### src/rtl/tgm_pkg.sv
// ----------------------------------------------------------------------------
// tgm_pkg
// Shared types and constants for the touch gesture to mouse report converter:
// request, zone and report codes, register indexes, controller states and the
// command and status bundles between controller and datapath.
// ----------------------------------------------------------------------------
package tgm_pkg;

    // request codes of one touch sample
    typedef enum logic [1:0] {
        REQ_PRESS   = 2'd0,
        REQ_HELD    = 2'd1,
        REQ_RELEASE = 2'd2,
        REQ_CLEAR   = 2'd3
    } req_t;

    // hit zones, codes above the last one map to none
    typedef enum logic [2:0] {
        ZONE_NONE   = 3'd0,
        ZONE_PAD    = 3'd1,
        ZONE_SCROLL = 3'd2,
        ZONE_LEFT   = 3'd3,
        ZONE_RIGHT  = 3'd4
    } zone_t;

    localparam logic [2:0] ZONE_LAST = 3'd4;

    // report kinds
    typedef enum logic [1:0] {
        KIND_MOVE   = 2'd0,
        KIND_BUTTON = 2'd1,
        KIND_CLICK  = 2'd2,
        KIND_WHEEL  = 2'd3
    } kind_t;

    localparam logic [1:0] BTN_NONE  = 2'd0;
    localparam logic [1:0] BTN_LEFT  = 2'd1;
    localparam logic [1:0] BTN_RIGHT = 2'd2;

    localparam logic signed [1:0] WHEEL_NONE = 2'sd0;
    localparam logic signed [1:0] WHEEL_UP   = 2'sd1;
    localparam logic signed [1:0] WHEEL_DOWN = -2'sd1;

    // configuration register indexes
    localparam int CFG_IDX_W  = 3;
    localparam int CFG_DATA_W = 16;

    localparam logic [CFG_IDX_W-1:0] CFG_GAIN_NUM    = 3'd0;
    localparam logic [CFG_IDX_W-1:0] CFG_GAIN_DEN    = 3'd1;
    localparam logic [CFG_IDX_W-1:0] CFG_MAX_MOVE    = 3'd2;
    localparam logic [CFG_IDX_W-1:0] CFG_TAP_SLOP    = 3'd3;
    localparam logic [CFG_IDX_W-1:0] CFG_SCROLL_STEP = 3'd4;
    localparam logic [CFG_IDX_W-1:0] CFG_TAP_TIME    = 3'd5;

    // field and register widths
    localparam int GAIN_W     = 5;
    localparam int MOVE_W     = 10;
    localparam int SLOP_W     = 8;
    localparam int STEP_W     = 8;
    localparam int TAPT_W     = 16;
    localparam int TIME_W     = 32;
    localparam int ZONE_W     = 3;
    localparam int ACC_W      = 13;
    localparam int OUT_MOVE_W = 11;

    // register reset values
    localparam logic [GAIN_W-1:0] GAIN_NUM_RST    = 5'd1;
    localparam logic [GAIN_W-1:0] GAIN_DEN_RST    = 5'd1;
    localparam logic [MOVE_W-1:0] MAX_MOVE_RST    = 10'd127;
    localparam logic [SLOP_W-1:0] TAP_SLOP_RST    = 8'd10;
    localparam logic [STEP_W-1:0] SCROLL_STEP_RST = 8'd20;
    localparam logic [TAPT_W-1:0] TAP_TIME_RST    = 16'd200;

    // scroll accumulator limits
    localparam int ACC_MAX = 4095;
    localparam int ACC_MIN = -4096;

    // upper bound on results from one sample
    localparam int MAX_RESULTS = 32;

    typedef enum logic [2:0] {
        ST_IDLE,
        ST_EVAL,
        ST_DIV,
        ST_MOVE,
        ST_WHEEL
    } state_t;

    // controller to datapath
    typedef struct packed {
        logic load;
        logic commit_press;
        logic commit_held;
        logic commit_release;
        logic commit_clear;
        logic div_start;
        logic div_step;
        logic acc_load;
        logic emit_single;
        logic emit_move;
        logic emit_wheel;
    } cmd_t;

    // datapath to controller
    typedef struct packed {
        req_t  req;
        zone_t zone;
        logic  single_emit;
        logic  pad_moves;
        logic  div_done;
        logic  wheel_more;
        logic  out_free;
    } stat_t;

endpackage

### src/rtl/touch_gesture_to_mouse_reports.sv
// ----------------------------------------------------------------------------
// touch_gesture_to_mouse_reports
// Converts touch samples with a pre-computed hit zone into mouse move,
// button, click and wheel reports for a virtual trackpad.
// ----------------------------------------------------------------------------
// One sample is handled at a time. Press, release, clear and still or
// non-pad held samples pass through accept and evaluate. A pad sample
// that moves then goes through the shift-subtract gain divider, which
// retires one quotient bit per cycle over the COORD_BITS+5 bit product,
// both axes in parallel, and then out as a move report. A scroll sample
// gives one wheel report per step, up to min(MAX_WHEEL_PER_ITEM, 32)
// steps. Each report waits while the output register holds an untaken beat.
// Results sit in a single output register, so s_ready returns while the
// last beat of a sample still waits on m_ready. Configuration writes are
// taken in every cycle and must only be issued while the block is idle.
module touch_gesture_to_mouse_reports import tgm_pkg::*; #(
    parameter int COORD_BITS         = 10,
    parameter int MAX_WHEEL_PER_ITEM = 32
) (
    input  logic                         aclk,
    input  logic                         aresetn,
    // sample channel
    input  logic                         s_valid,
    output logic                         s_ready,
    input  logic [1:0]                   s_req_type,
    input  logic [COORD_BITS-1:0]        s_touch_x,
    input  logic [COORD_BITS-1:0]        s_touch_y,
    input  logic [ZONE_W-1:0]            s_touch_zone,
    input  logic [TIME_W-1:0]            s_time_ms,
    // register write channel
    input  logic                         cfg_valid,
    output logic                         cfg_ready,
    input  logic [CFG_IDX_W-1:0]         cfg_index,
    input  logic [CFG_DATA_W-1:0]        cfg_data,
    // report channel
    output logic                         m_valid,
    input  logic                         m_ready,
    output logic [1:0]                   m_report_kind,
    output logic signed [OUT_MOVE_W-1:0] m_move_x,
    output logic signed [OUT_MOVE_W-1:0] m_move_y,
    output logic [1:0]                   m_button_id,
    output logic                         m_button_down,
    output logic signed [1:0]            m_wheel_dir,
    output logic                         m_last_of_run
);

    // command and status between sequencer and datapath
    cmd_t  cmd;
    stat_t stat;

    // register writes never stall
    assign cfg_ready = 1'b1;

    // sequencer: idle, evaluate, divide, move out, wheel loop
    tgm_ctrl u_ctrl (
        .aclk    (aclk),
        .aresetn (aresetn),
        .s_valid (s_valid),
        .s_ready (s_ready),
        .stat    (stat),
        .cmd     (cmd)
    );

    // datapath holds registers, tracking state, divider and output beat
    tgm_dpath #(
        .COORD_BITS         (COORD_BITS),
        .MAX_WHEEL_PER_ITEM (MAX_WHEEL_PER_ITEM)
    ) u_dpath (
        .aclk          (aclk),
        .aresetn       (aresetn),
        .cmd           (cmd),
        .stat          (stat),
        .s_req_type    (s_req_type),
        .s_touch_x     (s_touch_x),
        .s_touch_y     (s_touch_y),
        .s_touch_zone  (s_touch_zone),
        .s_time_ms     (s_time_ms),
        .cfg_valid     (cfg_valid),
        .cfg_index     (cfg_index),
        .cfg_data      (cfg_data),
        .m_valid       (m_valid),
        .m_ready       (m_ready),
        .m_report_kind (m_report_kind),
        .m_move_x      (m_move_x),
        .m_move_y      (m_move_y),
        .m_button_id   (m_button_id),
        .m_button_down (m_button_down),
        .m_wheel_dir   (m_wheel_dir),
        .m_last_of_run (m_last_of_run)
    );

endmodule

### src/rtl/tgm_ctrl.sv
// ----------------------------------------------------------------------------
// tgm_ctrl
// Sequencing state machine: takes one sample, picks the action for it and
// steps the datapath through division and wheel emission.
// ----------------------------------------------------------------------------
module tgm_ctrl import tgm_pkg::*; (
    input  logic  aclk,
    input  logic  aresetn,
    input  logic  s_valid,
    output logic  s_ready,
    input  stat_t stat,
    output cmd_t  cmd
);

    state_t state_reg;
    state_t state_next;

    always_ff @(posedge aclk) begin
        if (!aresetn) begin
            state_reg <= ST_IDLE;
        end else begin
            state_reg <= state_next;
        end
    end

    always_comb begin
        state_next = state_reg;
        cmd        = '0;
        s_ready    = 1'b0;
        case (state_reg)
            ST_IDLE: begin
                s_ready = 1'b1;
                if (s_valid) begin
                    cmd.load   = 1'b1;
                    state_next = ST_EVAL;
                end
            end
            ST_EVAL: begin
                case (stat.req)
                    REQ_PRESS: begin
                        if (!stat.single_emit || stat.out_free) begin
                            cmd.commit_press = 1'b1;
                            cmd.emit_single  = stat.single_emit;
                            state_next       = ST_IDLE;
                        end
                    end
                    REQ_RELEASE: begin
                        if (!stat.single_emit || stat.out_free) begin
                            cmd.commit_release = 1'b1;
                            cmd.emit_single    = stat.single_emit;
                            state_next         = ST_IDLE;
                        end
                    end
                    REQ_HELD: begin
                        case (stat.zone)
                            ZONE_NONE: begin
                                state_next = ST_IDLE;
                            end
                            ZONE_PAD: begin
                                cmd.commit_held = 1'b1;
                                if (stat.pad_moves) begin
                                    cmd.div_start = 1'b1;
                                    state_next    = ST_DIV;
                                end else begin
                                    state_next = ST_IDLE;
                                end
                            end
                            ZONE_SCROLL: begin
                                cmd.commit_held = 1'b1;
                                cmd.acc_load    = 1'b1;
                                state_next      = ST_WHEEL;
                            end
                            default: begin
                                cmd.commit_held = 1'b1;
                                state_next      = ST_IDLE;
                            end
                        endcase
                    end
                    default: begin
                        cmd.commit_clear = 1'b1;
                        state_next       = ST_IDLE;
                    end
                endcase
            end
            ST_DIV: begin
                if (stat.div_done) begin
                    state_next = ST_MOVE;
                end else begin
                    cmd.div_step = 1'b1;
                end
            end
            ST_MOVE: begin
                if (stat.out_free) begin
                    cmd.emit_move = 1'b1;
                    state_next    = ST_IDLE;
                end
            end
            ST_WHEEL: begin
                if (!stat.wheel_more) begin
                    state_next = ST_IDLE;
                end else if (stat.out_free) begin
                    cmd.emit_wheel = 1'b1;
                end
            end
            default: begin
                state_next = ST_IDLE;
            end
        endcase
    end

endmodule

### src/rtl/tgm_dpath.sv
// ----------------------------------------------------------------------------
// tgm_dpath
// Datapath: configuration registers, sample capture, tracking state,
// shift-subtract gain divider, scroll accumulator and output register.
// ----------------------------------------------------------------------------
module tgm_dpath import tgm_pkg::*; #(
    parameter int COORD_BITS         = 10,
    parameter int MAX_WHEEL_PER_ITEM = 32
) (
    input  logic                         aclk,
    input  logic                         aresetn,
    input  cmd_t                         cmd,
    output stat_t                        stat,
    input  logic [1:0]                   s_req_type,
    input  logic [COORD_BITS-1:0]        s_touch_x,
    input  logic [COORD_BITS-1:0]        s_touch_y,
    input  logic [ZONE_W-1:0]            s_touch_zone,
    input  logic [TIME_W-1:0]            s_time_ms,
    input  logic                         cfg_valid,
    input  logic [CFG_IDX_W-1:0]         cfg_index,
    input  logic [CFG_DATA_W-1:0]        cfg_data,
    output logic                         m_valid,
    input  logic                         m_ready,
    output logic [1:0]                   m_report_kind,
    output logic signed [OUT_MOVE_W-1:0] m_move_x,
    output logic signed [OUT_MOVE_W-1:0] m_move_y,
    output logic [1:0]                   m_button_id,
    output logic                         m_button_down,
    output logic signed [1:0]            m_wheel_dir,
    output logic                         m_last_of_run
);

    localparam int DELTA_W     = COORD_BITS + 1;
    localparam int PROD_W      = COORD_BITS + GAIN_W;
    localparam int DCNT_W      = $clog2(PROD_W + 1);
    localparam int WHEEL_LIMIT = (MAX_WHEEL_PER_ITEM < MAX_RESULTS) ?
                                 MAX_WHEEL_PER_ITEM : MAX_RESULTS;
    localparam int WCNT_W      = $clog2(WHEEL_LIMIT + 1);
    localparam int SUM_W       = ((DELTA_W > ACC_W) ? DELTA_W : ACC_W) + 1;
    localparam int STEPX_W     = ACC_W + 1;

    localparam logic signed [SUM_W-1:0] SUM_HI = SUM_W'(ACC_MAX);
    localparam logic signed [SUM_W-1:0] SUM_LO = SUM_W'(ACC_MIN);

    function automatic logic step_due(input logic signed [STEPX_W-1:0] a,
                                      input logic signed [STEPX_W-1:0] s);
        return (a >= s) || (a <= -s);
    endfunction

    // configuration registers
    logic [GAIN_W-1:0] gain_num_reg;
    logic [GAIN_W-1:0] gain_den_reg;
    logic [MOVE_W-1:0] max_move_reg;
    logic [SLOP_W-1:0] tap_slop_reg;
    logic [STEP_W-1:0] scroll_step_reg;
    logic [TAPT_W-1:0] tap_time_reg;

    always_ff @(posedge aclk) begin
        if (!aresetn) begin
            gain_num_reg    <= GAIN_NUM_RST;
            gain_den_reg    <= GAIN_DEN_RST;
            max_move_reg    <= MAX_MOVE_RST;
            tap_slop_reg    <= TAP_SLOP_RST;
            scroll_step_reg <= SCROLL_STEP_RST;
            tap_time_reg    <= TAP_TIME_RST;
        end else if (cfg_valid) begin
            case (cfg_index)
                CFG_GAIN_NUM:    gain_num_reg    <= cfg_data[GAIN_W-1:0];
                CFG_GAIN_DEN:    gain_den_reg    <= cfg_data[GAIN_W-1:0];
                CFG_MAX_MOVE:    max_move_reg    <= cfg_data[MOVE_W-1:0];
                CFG_TAP_SLOP:    tap_slop_reg    <= cfg_data[SLOP_W-1:0];
                CFG_SCROLL_STEP: scroll_step_reg <= cfg_data[STEP_W-1:0];
                CFG_TAP_TIME:    tap_time_reg    <= cfg_data[TAPT_W-1:0];
                default: begin
                end
            endcase
        end
    end

    // captured sample
    req_t                  req_reg;
    logic [COORD_BITS-1:0] x_reg;
    logic [COORD_BITS-1:0] y_reg;
    zone_t                 zone_in_reg;
    logic [TIME_W-1:0]     time_reg;
    zone_t                 zone_in;

    assign zone_in = (s_touch_zone > ZONE_LAST) ? ZONE_NONE : zone_t'(s_touch_zone);

    always_ff @(posedge aclk) begin
        if (cmd.load) begin
            req_reg     <= req_t'(s_req_type);
            x_reg       <= s_touch_x;
            y_reg       <= s_touch_y;
            zone_in_reg <= zone_in;
            time_reg    <= s_time_ms;
        end
    end

    // tracking state
    zone_t                    active_zone_reg;
    logic [COORD_BITS-1:0]    last_x_reg;
    logic [COORD_BITS-1:0]    last_y_reg;
    logic [COORD_BITS-1:0]    start_x_reg;
    logic [COORD_BITS-1:0]    start_y_reg;
    logic [TIME_W-1:0]        start_time_reg;
    logic signed [ACC_W-1:0]  acc_reg;
    logic                     moved_reg;
    logic [WCNT_W-1:0]        wcnt_reg;

    // deltas from the last position
    logic signed [DELTA_W-1:0] dx;
    logic signed [DELTA_W-1:0] dy;

    assign dx = $signed({1'b0, x_reg}) - $signed({1'b0, last_x_reg});
    assign dy = $signed({1'b0, y_reg}) - $signed({1'b0, last_y_reg});

    // distance from the start point against the slop
    logic [COORD_BITS-1:0] dist_x;
    logic [COORD_BITS-1:0] dist_y;
    logic                  far;

    assign dist_x = (x_reg >= start_x_reg) ? x_reg - start_x_reg : start_x_reg - x_reg;
    assign dist_y = (y_reg >= start_y_reg) ? y_reg - start_y_reg : start_y_reg - y_reg;
    assign far    = (dist_x > COORD_BITS'(tap_slop_reg)) ||
                    (dist_y > COORD_BITS'(tap_slop_reg));

    // tap window, modulo 2^32
    logic [TIME_W-1:0] elapsed;
    logic              tap_ok;

    assign elapsed = time_reg - start_time_reg;
    assign tap_ok  = elapsed < TIME_W'(tap_time_reg);

    // scroll accumulator arithmetic
    logic [STEP_W-1:0]          step_eff;
    logic signed [STEPX_W-1:0]  stepx;
    logic signed [STEPX_W-1:0]  accx;
    logic signed [STEPX_W-1:0]  acc_after;
    logic                       wheel_down;
    logic                       wheel_last;
    logic signed [SUM_W-1:0]    acc_sum;
    logic signed [ACC_W-1:0]    acc_sat;

    assign step_eff   = (scroll_step_reg == '0) ? STEP_W'(1) : scroll_step_reg;
    assign stepx      = $signed(STEPX_W'(step_eff));
    assign accx       = $signed({acc_reg[ACC_W-1], acc_reg});
    assign wheel_down = accx >= stepx;
    assign acc_after  = wheel_down ? accx - stepx : accx + stepx;
    assign wheel_last = (wcnt_reg == WCNT_W'(WHEEL_LIMIT - 1)) ||
                        !step_due(acc_after, stepx);
    assign acc_sum    = $signed({{(SUM_W-ACC_W){acc_reg[ACC_W-1]}}, acc_reg}) +
                        $signed({{(SUM_W-DELTA_W){dy[DELTA_W-1]}}, dy});

    always_comb begin
        if (acc_sum > SUM_HI) begin
            acc_sat = ACC_W'(ACC_MAX);
        end else if (acc_sum < SUM_LO) begin
            acc_sat = ACC_W'(ACC_MIN);
        end else begin
            acc_sat = acc_sum[ACC_W-1:0];
        end
    end

    always_ff @(posedge aclk) begin
        if (!aresetn) begin
            active_zone_reg <= ZONE_NONE;
            last_x_reg      <= '0;
            last_y_reg      <= '0;
            start_x_reg     <= '0;
            start_y_reg     <= '0;
            start_time_reg  <= '0;
            acc_reg         <= '0;
            moved_reg       <= 1'b0;
            wcnt_reg        <= '0;
        end else begin
            if (cmd.commit_press) begin
                active_zone_reg <= zone_in_reg;
                last_x_reg      <= x_reg;
                last_y_reg      <= y_reg;
                start_x_reg     <= x_reg;
                start_y_reg     <= y_reg;
                start_time_reg  <= time_reg;
                acc_reg         <= '0;
                moved_reg       <= 1'b0;
            end
            if (cmd.commit_held) begin
                last_x_reg <= x_reg;
                last_y_reg <= y_reg;
                if (active_zone_reg == ZONE_PAD && far) begin
                    moved_reg <= 1'b1;
                end
            end
            if (cmd.commit_release) begin
                active_zone_reg <= ZONE_NONE;
            end
            if (cmd.commit_clear) begin
                active_zone_reg <= ZONE_NONE;
                acc_reg         <= '0;
                moved_reg       <= 1'b0;
            end
            if (cmd.acc_load) begin
                acc_reg  <= acc_sat;
                wcnt_reg <= '0;
            end
            if (cmd.emit_wheel) begin
                acc_reg  <= acc_after[ACC_W-1:0];
                wcnt_reg <= wcnt_reg + WCNT_W'(1);
            end
        end
    end

    // gain divider, one quotient bit per cycle in each lane
    logic [GAIN_W-1:0]  den_eff;
    logic [PROD_W-1:0]  dvd_reg [2];
    logic [GAIN_W-1:0]  rem_reg [2];
    logic               neg_reg [2];
    logic [DCNT_W-1:0]  dcnt_reg;
    logic [PROD_W-1:0]  prod    [2];
    logic [DELTA_W-1:0] mag_d   [2];
    logic [GAIN_W:0]    trial   [2];
    logic               ge      [2];

    assign den_eff = (gain_den_reg == '0) ? GAIN_W'(1) : gain_den_reg;

    always_comb begin
        for (int i = 0; i < 2; i++) begin
            mag_d[i] = (i == 0) ? (dx[DELTA_W-1] ? -dx : dx) : (dy[DELTA_W-1] ? -dy : dy);
            prod[i]  = PROD_W'(mag_d[i][COORD_BITS-1:0]) * PROD_W'(gain_num_reg);
            trial[i] = {rem_reg[i], dvd_reg[i][PROD_W-1]};
            ge[i]    = trial[i] >= {1'b0, den_eff};
        end
    end

    always_ff @(posedge aclk) begin
        if (!aresetn) begin
            dcnt_reg <= '0;
        end else if (cmd.div_start) begin
            dcnt_reg <= DCNT_W'(PROD_W);
        end else if (cmd.div_step) begin
            dcnt_reg <= dcnt_reg - DCNT_W'(1);
        end
    end

    always_ff @(posedge aclk) begin
        for (int i = 0; i < 2; i++) begin
            if (cmd.div_start) begin
                dvd_reg[i] <= prod[i];
                rem_reg[i] <= '0;
                neg_reg[i] <= (i == 0) ? dx[DELTA_W-1] : dy[DELTA_W-1];
            end else if (cmd.div_step) begin
                rem_reg[i] <= ge[i] ? GAIN_W'(trial[i] - {1'b0, den_eff})
                                    : trial[i][GAIN_W-1:0];
                dvd_reg[i] <= {dvd_reg[i][PROD_W-2:0], ge[i]};
            end
        end
    end

    // clamp and sign of the quotients
    logic [MOVE_W-1:0]            mag_cl [2];
    logic signed [OUT_MOVE_W-1:0] mv     [2];

    always_comb begin
        for (int i = 0; i < 2; i++) begin
            mag_cl[i] = (dvd_reg[i] > PROD_W'(max_move_reg)) ? max_move_reg
                                                              : dvd_reg[i][MOVE_W-1:0];
            mv[i]     = neg_reg[i] ? -$signed({1'b0, mag_cl[i]}) : $signed({1'b0, mag_cl[i]});
        end
    end

    // press and release reports
    logic       single_emit;
    kind_t      single_kind;
    logic [1:0] single_id;
    logic       single_down;

    always_comb begin
        single_emit = 1'b0;
        single_kind = KIND_BUTTON;
        single_id   = BTN_NONE;
        single_down = 1'b0;
        case (req_reg)
            REQ_PRESS: begin
                single_emit = (zone_in_reg == ZONE_LEFT) || (zone_in_reg == ZONE_RIGHT);
                single_id   = (zone_in_reg == ZONE_LEFT) ? BTN_LEFT : BTN_RIGHT;
                single_down = 1'b1;
            end
            REQ_RELEASE: begin
                if (active_zone_reg == ZONE_PAD) begin
                    single_emit = !moved_reg && tap_ok;
                    single_kind = KIND_CLICK;
                    single_id   = BTN_LEFT;
                end else begin
                    single_emit = (active_zone_reg == ZONE_LEFT) ||
                                  (active_zone_reg == ZONE_RIGHT);
                    single_id   = (active_zone_reg == ZONE_LEFT) ? BTN_LEFT : BTN_RIGHT;
                end
            end
            default: begin
            end
        endcase
    end

    // output register
    logic                         m_valid_reg;
    kind_t                        kind_reg;
    logic signed [OUT_MOVE_W-1:0] move_x_reg;
    logic signed [OUT_MOVE_W-1:0] move_y_reg;
    logic [1:0]                   button_id_reg;
    logic                         button_down_reg;
    logic signed [1:0]            wheel_dir_reg;
    logic                         last_reg;
    logic                         out_free;
    logic                         any_emit;

    assign out_free = !m_valid_reg || m_ready;
    assign any_emit = cmd.emit_single || cmd.emit_move || cmd.emit_wheel;

    always_ff @(posedge aclk) begin
        if (!aresetn) begin
            m_valid_reg <= 1'b0;
        end else if (any_emit) begin
            m_valid_reg <= 1'b1;
        end else if (m_ready) begin
            m_valid_reg <= 1'b0;
        end
    end

    always_ff @(posedge aclk) begin
        if (cmd.emit_single) begin
            kind_reg        <= single_kind;
            move_x_reg      <= '0;
            move_y_reg      <= '0;
            button_id_reg   <= single_id;
            button_down_reg <= single_down;
            wheel_dir_reg   <= WHEEL_NONE;
            last_reg        <= 1'b1;
        end else if (cmd.emit_move) begin
            kind_reg        <= KIND_MOVE;
            move_x_reg      <= mv[0];
            move_y_reg      <= mv[1];
            button_id_reg   <= BTN_NONE;
            button_down_reg <= 1'b0;
            wheel_dir_reg   <= WHEEL_NONE;
            last_reg        <= 1'b1;
        end else if (cmd.emit_wheel) begin
            kind_reg        <= KIND_WHEEL;
            move_x_reg      <= '0;
            move_y_reg      <= '0;
            button_id_reg   <= BTN_NONE;
            button_down_reg <= 1'b0;
            wheel_dir_reg   <= wheel_down ? WHEEL_DOWN : WHEEL_UP;
            last_reg        <= wheel_last;
        end
    end

    assign m_valid       = m_valid_reg;
    assign m_report_kind = kind_reg;
    assign m_move_x      = move_x_reg;
    assign m_move_y      = move_y_reg;
    assign m_button_id   = button_id_reg;
    assign m_button_down = button_down_reg;
    assign m_wheel_dir   = wheel_dir_reg;
    assign m_last_of_run = last_reg;

    // status back to the controller
    assign stat.req         = req_reg;
    assign stat.zone        = active_zone_reg;
    assign stat.single_emit = single_emit;
    assign stat.pad_moves   = (x_reg != last_x_reg) || (y_reg != last_y_reg);
    assign stat.div_done    = (dcnt_reg == '0);
    assign stat.wheel_more  = (wcnt_reg != WCNT_W'(WHEEL_LIMIT)) && step_due(accx, stepx);
    assign stat.out_free    = out_free;

`ifndef SYNTHESIS
    // a beat is only loaded into the output register when it is free
    a_emit_free: assert property (@(posedge aclk) disable iff (!aresetn)
        any_emit |-> out_free)
        else $error("report loaded over a pending beat");

    a_emit_one: assert property (@(posedge aclk) disable iff (!aresetn)
        $onehot0({cmd.emit_single, cmd.emit_move, cmd.emit_wheel}))
        else $error("more than one report source in a cycle");

    a_wheel_cnt: assert property (@(posedge aclk) disable iff (!aresetn)
        wcnt_reg <= WCNT_W'(WHEEL_LIMIT))
        else $error("wheel step count beyond limit");

    a_wheel_dir: assert property (@(posedge aclk) disable iff (!aresetn)
        (m_valid_reg && kind_reg == KIND_WHEEL) |->
            (wheel_dir_reg == WHEEL_UP || wheel_dir_reg == WHEEL_DOWN))
        else $error("wheel report without direction");

    a_div_hold: assert property (@(posedge aclk) disable iff (!aresetn)
        (dcnt_reg != '0) |-> !any_emit)
        else $error("report emitted while division in progress");
`endif

endmodule

### config.mk
export PLATFORM = sky130hd
export DESIGN_NAME = touch_gesture_to_mouse_reports
export DESIGN_NICKNAME = d
export VERILOG_FILES = /design/src/rtl/tgm_pkg.sv /design/src/rtl/touch_gesture_to_mouse_reports.sv /design/src/rtl/tgm_ctrl.sv /design/src/rtl/tgm_dpath.sv
export SDC_FILE = /design/constraint.sdc
export NUM_CORES = 1
export LEC_CHECK = 0
export ABC_AREA = 1
export BUFFER_PORTS_ARGS = -buffer_cell sky130_fd_sc_hd__buf_2
export CAP_MARGIN = 15
export CORE_MARGIN = 1.5
export CORE_UTILIZATION = 45
export DETAILED_ROUTE_END_ITERATION = 8
export PLACE_DENSITY = 0.69
export SYNTH_ARGS = -nofsm -noshare
export SYNTH_HDL_FRONTEND = slang
export SYNTH_SLANG_ARGS = --single-unit
export TNS_END_PERCENT = 20
### constraint.sdc
create_clock -name aclk -period 5.6 [get_ports aclk]
set_input_delay 0.28 -clock aclk [delete_from_list [all_inputs] [get_ports aclk]]
set_output_delay 0.28 -clock aclk [all_outputs]
set_load 0.005 [all_outputs]
# ---- Word-level counts from Yosys, hierarchy flattened
# Memories as Yosys holds them, arrays and structs flattened.
# Index checks and enable logic that the tools add are counted.
dict set report classes {
  multipliers 2
  bitwise 5
  reduce_logical 44
  n_eq_ne 26
  n_lt_le_gt_ge 16
  muxes 96
  n_addsub 19
}
# op n
set ops {}
lappend ops {{$mux 10} 10}
lappend ops {{$mux 13} 6}
lappend ops {{$mux 11} 5}
lappend ops {{$sub 10x10->10} 4}
lappend ops {{$mux 1} 37}
lappend ops {{$lt 32x16->1} 1}
lappend ops {{$sub 32x32->32} 1}
lappend ops {{$gt 15x10->1} 2}
lappend ops {{$mul 10x5->15} 2}
lappend ops {{$mux 15} 2}
lappend ops {{$mux 5} 6}
lappend ops {{$mux 2} 14}
lappend ops {{$neg 10->11} 2}
lappend ops {{$sub 10x10->11} 2}
lappend ops {{$eq 3x2->1 const B} 7}
lappend ops {{$ge 10x10->1} 2}
lappend ops {{$gt 10x8->1} 2}
lappend ops {{$ne 10x10->1} 2}
lappend ops {{$neg 10->10} 2}
lappend ops {{$eq 3x3->1 const B} 5}
lappend ops {{$mux 3} 5}
lappend ops {{$pmux 3 s5} 1}
lappend ops {{$add 13x11->14} 1}
lappend ops {{$add 13x9->14} 1}
lappend ops {{other kinds (45)} 86}
dict set report word_totals {
  reg_bits 242
  mem_count 3
  ramBits 42
  inputBits 81
  out_inout_bits 33
  elab_cells 241
}
# memory words width read_ports rd_ports_with_merged_regs wr line_no
set memory_table {}
lappend memory_table {u_dpath.dvd_reg 2 15 2 0 2 tgm_dpath.sv:215} ;# logic [PROD_W-1:0] dvd_reg [2];
lappend memory_table {u_dpath.rem_reg 2 5 2 0 2 tgm_dpath.sv:216} ;# logic [GAIN_W-1:0] rem_reg [2];
lappend memory_table {u_dpath.neg_reg 2 1 2 0 2 tgm_dpath.sv:217} ;# logic neg_reg [2];

# ---- Longest topological paths before layout
# Gate-level depths: netlist (run 1).
dict set report logic_depth {
  word_depth 14
  ltp_mapped 35
  mapped_depth_nobuf 34
}

# ---- Cells and area by module
# From an unflattened synthesis (run 1), not the netlist that was laid out.
dict set report unflattened {
  hier_cells 3209
  hier_area_um2 23317.4
}
# module n_inst cells_each seq_area_each_um2 area_per_inst_um2
set by_module_without_submodules {}
lappend by_module_without_submodules {tgm_dpath 1 3143 6666.4 22967.0}
lappend by_module_without_submodules {tgm_ctrl 1 64 60.1 339.1}
lappend by_module_without_submodules {touch_gesture_to_mouse_reports 1 2 0.0 11.3}

# ---- Worst setup path after synthesis (run 1)
# Ideal clock, no wire load.
dict set report synth_path {
  path_kind {register to register}
  start {register u_dpath.y_reg[0]}
  end {memory u_dpath.dvd_reg[1][14] in the netlist's numbering, data pin}
  synth_period_minus_slack_ns 6.169
  n_path_buf 0
  slack_ns -0.569
  stages_incl_launch_ff 34
  setup_ns 0.267
  arrival_ns 5.902
  t_required_ns 5.333
  path_cell_list {edfxtp_1 -> inv_1 -> ha_1 -> inv_1 -> fa_1 -> inv_1 -> nor3_1 -> o21ai_0 -> o211ai_1 -> a21o_1 -> a21oi_2 -> inv_1 -> or2_2 -> xor2_1 -> nor2_1 -> fa_1 -> fa_1 -> inv_1 -> fa_1 -> inv_1 -> ha_1 -> a21o_1 -> a31oi_1 -> o21ai_0 -> nand2_1 -> nand2_1 -> a21oi_1 -> o21ai_0 -> nand2_1 -> inv_1 -> nor2_1 -> o21bai_1 -> xor2_1 -> o21ai_0}
}
# element line_no
set synth_lines {}
lappend synth_lines {{start: declaration} tgm_dpath.sv:83} ;# logic [COORD_BITS-1:0] y_reg;
lappend synth_lines {{start signal: assignment} tgm_dpath.sv:94} ;# y_reg <= s_touch_y;
lappend synth_lines {{end: declaration} tgm_dpath.sv:215}

==> reports/qor.txt, run 1 <==
Most used cell, CP - inv_2
Design area - 28,900 um^2
Critical Path AT - 6.20 ns
Die Span X - 234 um
FP Rows - 84
Total wire length - 64,600 um
Failing checks - negative setup slack
Synth Instances - 3,379
Slowest cell on crit path - fa_1
Cell with the most instances after synthesis - nand2_1
# port buffers - 112
Setup-failing EPs final - 8
Least-Margin Pin Slew - 1.14 ns
Net switching power - 2920 uW
Max clock buf depth - 3
Die Height - 234 um
Placed cells - 4,251
Htree depth - 2
First-pass DRT Iterations - 5
CTS tree - yes
NumNets Final - 4,114
Commonest cells in the netlist - 703 x nand2_1, 598 x inv_1, 395 x nor2_1, 267 x ha_1, 244 x a21oi_1
Fmax - 170 MHz
Grt met3 use - 0.0348
Cell taking the most area after synthesis - dfxtp_1
CP Capture Type - register
Top FF cell, synth - dfxtp_1
RSZ-0062 raised after global routing - yes
CP Data Required Time - 5.90 ns
Post-synth top area share - 0.150
Post-synthesis sequential area ratio - 0.281
Clk sinks - 284
Tcrit/Tclk final - 1.05
Worst-path fanout max - 4
DRC - 0
Clock power frac - 0.281
Outcome - finished with violations
Sequential power share - 0.301
Slew headroom - 0.234
DR iter-0 viols - 1,434
Syn Area/Cell - 7.09 um^2
Layout area overhead - 20.6%
Mapped Area - 23,900 um^2
Full die area - 54,600 um^2
Clk root buf - clkbuf_16
EDFF count, synth - 104
Switching part of the total - 0.355
Total global routing overflow - 0
WS Path Type - register to register
Met1 Usage GRT - 0.315
Final std cells w/o fill - 4,420
Layout cells sized above 1 - 0.141
Largest cells by area after synthesis - dfxtp_1 15%, ha_1 14%, edfxtp_1 13%, nand2_1 11%, inv_1 9.4%
Setup Skew - 0.0309 ns
Max cap viols - 0
Initial Utilization - 0.456
DPL Wire Length - 49,000 um
Crit start category - register
Slew Limit Fails - 0
Routability cong. - 0.934
Via count - 22,400
FFs w/ async S/R, synth - 0
Setup TNS Final - -1.39 ns
Power Density - 285 nW/um^2
Clk pin slew, worst setup/hold paths - 0.06 ns
Placed Area - 26,200 um^2
Vias per cell - 5.07
Antenna violation net count after detailed routing - 0
WL/cell - 14.6 um
Hold Fails Final Rpt - 0
Fillers - 5,012
#FFs+latches synth - 284
CORE AREA - 52,600 um^2
Static leakage - 0.0143 uW
TritonCTS Buffers - 34
# diodes - 0
GRT busiest layer - met2
Initial antenna violation count - 5
Cell-internal power - 5310 uW
Fin Hold WS - 0.0446 ns
Overall power - 8230 uW
Met2 capacity usage during global routing - 0.391
Max IR drop VDD - 0.228 mV
Minimum clock period - 5.89 ns
Logic pwr share - 0.417
Synth warnings - 0
Vias in the first global route - 21,000
Min setup slack post-route - -0.294 ns
Number of I/O pins - 114
GRT Resource Usage Total - 0.237
HP Class - primary input to register
First-pass GRT wire length - 104,000 um
Cell variety after synth - 55
CP max stage delay - 0.56 ns
Largest net degree at the start of global routing - 72
Latest clock arrival within the worst-skew pair - 0.57 ns
[timing repair]
item,CTS,global route
hold buffers,58,0
hold endpoints to repair,58,0
pin swaps,51,52
endpoints found under the setup margin,9,15
gates resized for setup,53,68
buffers inserted,41,9
[critical path, delay by kind of cell, from the launching register on]
family / cells / cell delay [ns]
adders and majority gates: 6 / 2.29
and+or+nand+nor: 12 / 1.16
AOI/OAI and AO/OA: 8 / 1.11
buffers and inverters: 6 / 0.44
DFF: 1 / 0.41
xor gates and xnor gates: 1 / 0.22
[cells in the final DEF, fill, tap and decap left out, types with 12 or more instances in the layout]
cell type,n
a21o_1,14
a21oi_1,232
a21oi_2,16
a31oi_1,22
buf_2,111
buf_4,185
buf_6,13
clkbuf_16,35
dfxtp_1,180
dlygate4sd3_1,58
edfxtp_1,104
fa_1,56
ha_1,252
ha_4,14
inv_1,578
inv_2,23
nand2_1,692
nand2_2,14
nand3_1,127
nand3_2,14
nand4_1,27
nor2_1,374
nor2_2,19
nor3_1,37
o211ai_1,23
o21ai_0,217
o21bai_1,13
or2_2,12
xnor2_1,21
xor2_1,75
[layout make-up]
cell class / count / area, um^2 / area share
clock inverters: 14 / 196 / 0.00680
flip-flops and latches: 284 / 6730 / 0.233
repair buffers: 369 / 2720 / 0.0942
clock buffers: 48 / 965 / 0.0334
inverters: 607 / 2280 / 0.0790
multi-input cells: 2410 / 15100 / 0.524
well taps: 688 / 861 / 0.0298
[cell families (layout without fill, tap and decap cells)]
family,count (synthesis),after routing,share of synthesized area
simple gates,1358,1358,0.234
buf+inv,690,1038,0.114
compound gates,609,609,0.141
fa+ha+maj,327,327,0.190
flops,284,284,0.281
xor+xnor,105,105,0.0384
mux,4,4,0.00178
other cells,2,7,0.000314
[path summary, 6_finish.rpt]
check                   startpoint                        to  slack, ns  depth (start not counted)
min                   cfg_data[14]  u_dpath.tap_time_reg[14]       0.04                          3
min reg2reg  u_dpath.m_last_of_run     u_dpath.m_last_of_run       0.46                          1
max               u_dpath.x_reg[0]    u_dpath.dvd_reg[0][14]      -0.29                         33
max reg2reg       u_dpath.x_reg[0]    u_dpath.dvd_reg[0][14]      -0.29                         33
[metrics by stage]
stage / util / setup slack [ns]
CTS: 0.543 / -0.225
global placement: 0.499 / -0.303
global route: 0.549 / -0.586
finish: 0.549 / -0.294
detailed placement: 0.499 / -0.361
floorplan: - / -0.193
[power groups by stage]
stage          Clock (uW)  Combinational, uW  Sequential [uW]
5_1_grt              2440               3870             2500
3_5_place_dp            0               2990             2520
6_report             2320               3430             2480
3_3_place_gp            0               2940             2520
4_1_cts              2370               3250             2480
2_1_floorplan           0               1970             2510
[routing by layer]
layer / vias to the layer above / part of all wire
met2: 507 / 0.45
met3: 111 / 0.050
met4: 6 / 0.028
li1: 11500 / -
met5: - / 0.00059
met1: 10300 / 0.47
No activity file was read; power rests on OpenSTA's default activity.
==> run 2: changes to the inputs <==
--- a/config.mk
+++ b/config.mk
@@ -12,6 +12,7 @@
 export CORE_UTILIZATION = 45
 export DETAILED_ROUTE_END_ITERATION = 8
 export PLACE_DENSITY = 0.69
+export RECOVER_POWER = 100
 export SYNTH_ARGS = -nofsm -noshare
 export SYNTH_HDL_FRONTEND = slang
 export SYNTH_SLANG_ARGS = --single-unit
==> run 2 against run 1 <==
  * The run ends with max-capacitance violations, max-slew violations, negative setup slack left
  * Final cell count is the same
  * Wire length grew 0.22%
  * Sequential share of layout area grew 0.057 points
  * Combinational power is essentially flat
  * Register-to-register slack is essentially flat
  * Global-route usage is the same
  * Sequential power is essentially flat
  * Critical path depth is the same
  * Flip-flop and latch count is the same
  * Fmax is essentially flat
  * Clock power is essentially flat
  * Critical path type unchanged
  * Highest routed layer unchanged
==> reports/qor.txt, run 2 (synthesized netlist as in run 1, its figures left out) <==
Clk root buf - clkbuf_16
Most used cell, CP - inv_2
Crit-path leading delay family - adder cells
DR iter-0 viols - 1,585 (+11%)
Largest net degree at the start of global routing - 72 (unchanged)
Placed cells - 4,251 (unchanged)
Worst-path fanout max - 4 (unchanged)
Overall power - 8220 uW (-0.19%)
HP Class - primary input to register
GRT Resource Usage Total - 0.237 (unchanged)
Crit start category - register
Htree depth - 2 (unchanged)
Buf/Inv on CP - 6 (unchanged)
Via count - 22,400 (-0.0045%)
Die Height - 234 um (unchanged)
Routability cong. - 0.934 (unchanged)
Vias per cell - 5.07 (about the same)
CP max stage delay - 0.56 ns (about the same)
Failing checks - max-capacitance violations, max-slew violations, negative setup slack
Setup TNS Final - -1.37 ns (+0.0235 ns)
Tcrit/Tclk final - 1.05 (about the same)
CORE AREA - 52,600 um^2 (unchanged)
Slowest cell on crit path - fa_1
Least-Margin Pin Slew - 2.54 ns (+1.40 ns)
Vias in the first global route - 21,000 (unchanged)
Number of I/O pins - 114 (unchanged)
# port buffers - 112 (unchanged)
Max clock buf depth - 3 (unchanged)
# diodes - 0 (unchanged)
Initial antenna violation count - 5 (unchanged)
Critical Path AT - 6.19 ns (about the same)
Total wire length - 64,700 um (+0.22%)
Fmax - 170 MHz (about the same)
RSZ-0062 raised after global routing - yes
Hold Fails Final Rpt - 0 (unchanged)
Setup Skew - 0.0319 ns (+0.000989 ns)
CTS tree - yes
Minimum clock period - 5.89 ns (-0.00454 ns)
Most common cell after layout, fill and taps aside - nand2_1
CP Data Required Time - 5.90 ns (about the same)
First-pass DRT Iterations - 5 (unchanged)
NumNets Final - 4,114 (unchanged)
DPL Wire Length - 49,000 um (unchanged)
Clk sinks - 284 (unchanged)
Antenna violation net count after detailed routing - 0 (unchanged)
Max IR drop VDD - 0.228 mV (-0.14%)
Slew headroom - -0.693 (-0.928)
Clk pin slew, worst setup/hold paths - 0.06 ns (about the same)
Fillers - 5,049 (+0.74%)
WS Path Type - register to register
Min setup slack post-route - -0.289 ns (+0.00454 ns)
Max cap viols - 4 (+4)
Static leakage - 0.0141 uW (-0.99%)
Layout cells sized above 1 - 0.129 (-0.0115)
CP Capture Type - register
Die Span X - 234 um (unchanged)
Initial Utilization - 0.456 (unchanged)
DRC - 0 (unchanged)
Final std cells w/o fill - 4,420 (unchanged)
TritonCTS Buffers - 34 (unchanged)
Latest clock arrival within the worst-skew pair - 0.57 ns (about the same)
Layout area overhead - 20.3%
Total global routing overflow - 0 (unchanged)
FP Rows - 84 (unchanged)
Slew Limit Fails - 60 (+60)
Fin util - 0.548 (-0.00133)
First-pass GRT wire length - 104,000 um (unchanged)
Outcome - finished with violations
WL/cell - 14.6 um (+0.22%)
Full die area - 54,600 um^2 (unchanged)
Most frequent cells in the layout - 692 x nand2_1, 578 x inv_1, 375 x nor2_1
Setup-failing EPs final - 8 (unchanged)
Power Density - 285 nW/um^2 (about the same)
run 2: area by class of cell:
cell class | instances | area, um^2 | share of cell area
Timing Repair Buffer | 369 | 2660 | 0.0922
Clock inverter | 14 | 196 | 0.00682
Sequential cell | 284 | 6730 | 0.234
Inverter | 607 | 2280 | 0.0792
Tap cell | 688 | 861 | 0.0299
Multi-Input combinational cell | 2410 | 15100 | 0.525
Clock buffer | 48 | 965 | 0.0335
run 2: worst register-to-register path: cells and delay by family, from the launching register on:
kind	cells	cell delay, ns
adder cells (fa/ha/maj)	6	2.29
AND/OR/NAND/NOR	12	1.17
AO/OA/AOI/OAI	8	1.10
buffers and inverters	6	0.44
flip-flops	1	0.41
XOR/XNOR	1	0.22
run 2: layer usage:
layer  global-route usage  up-vias  wire length [um]
li1                     -    11500                 -
met1                0.315    10200             30500
met2                0.391      528             29100
met3               0.0348      110              3330
met4               0.0777        6              1780
met5                    0        -                38
run 2: path summary, 6_finish.rpt:
kind	from	to	slack (ns)	depth (start not counted)
setup / recovery	u_dpath.x_reg[0]	u_dpath.dvd_reg[0][14]	-0.29	33
setup reg to reg	u_dpath.x_reg[0]	u_dpath.dvd_reg[0][14]	-0.29	33
hold / removal	cfg_data[14]	u_dpath.tap_time_reg[14]	0.04	3
hold reg to reg	u_dpath.m_last_of_run	u_dpath.m_last_of_run	0.46	1
run 2: what timing repair did:
| item | CTS | global route |
|---|---|---|
| hold buffers | 58 | 0 |
| endpoints found under the setup margin | 9 | 15 |
| hold endpoints to repair | 58 | 0 |
| gates resized for setup | 53 | 68 |
| buffers inserted | 41 | 9 |
| pin swaps | 51 | 52 |
run 2: where the power goes:
| group | total, uW | switching (uW) | internal [uW] |
|---|---|---|---|
| clock network | 2320 | 920 | 1400 |
| logic | 3410 | 1890 | 1520 |
| registers | 2490 | 111 | 2380 |
| total | 8220 | 2920 | 5290 |
run 2: stage by stage:
step / setup WS (ns) / instance area [um^2] / hold slack, ns
final: -0.289 / 28800 / 0.0414
after global routing: -0.586 / 28800 / 0.0811
after CTS: -0.225 / 28500 / 0.0254
after detailed placement: -0.361 / 26200 / 0.448
after global placement: -0.303 / 26200 / 0.446
after floorplan: -0.193 / 24100 / 0.379
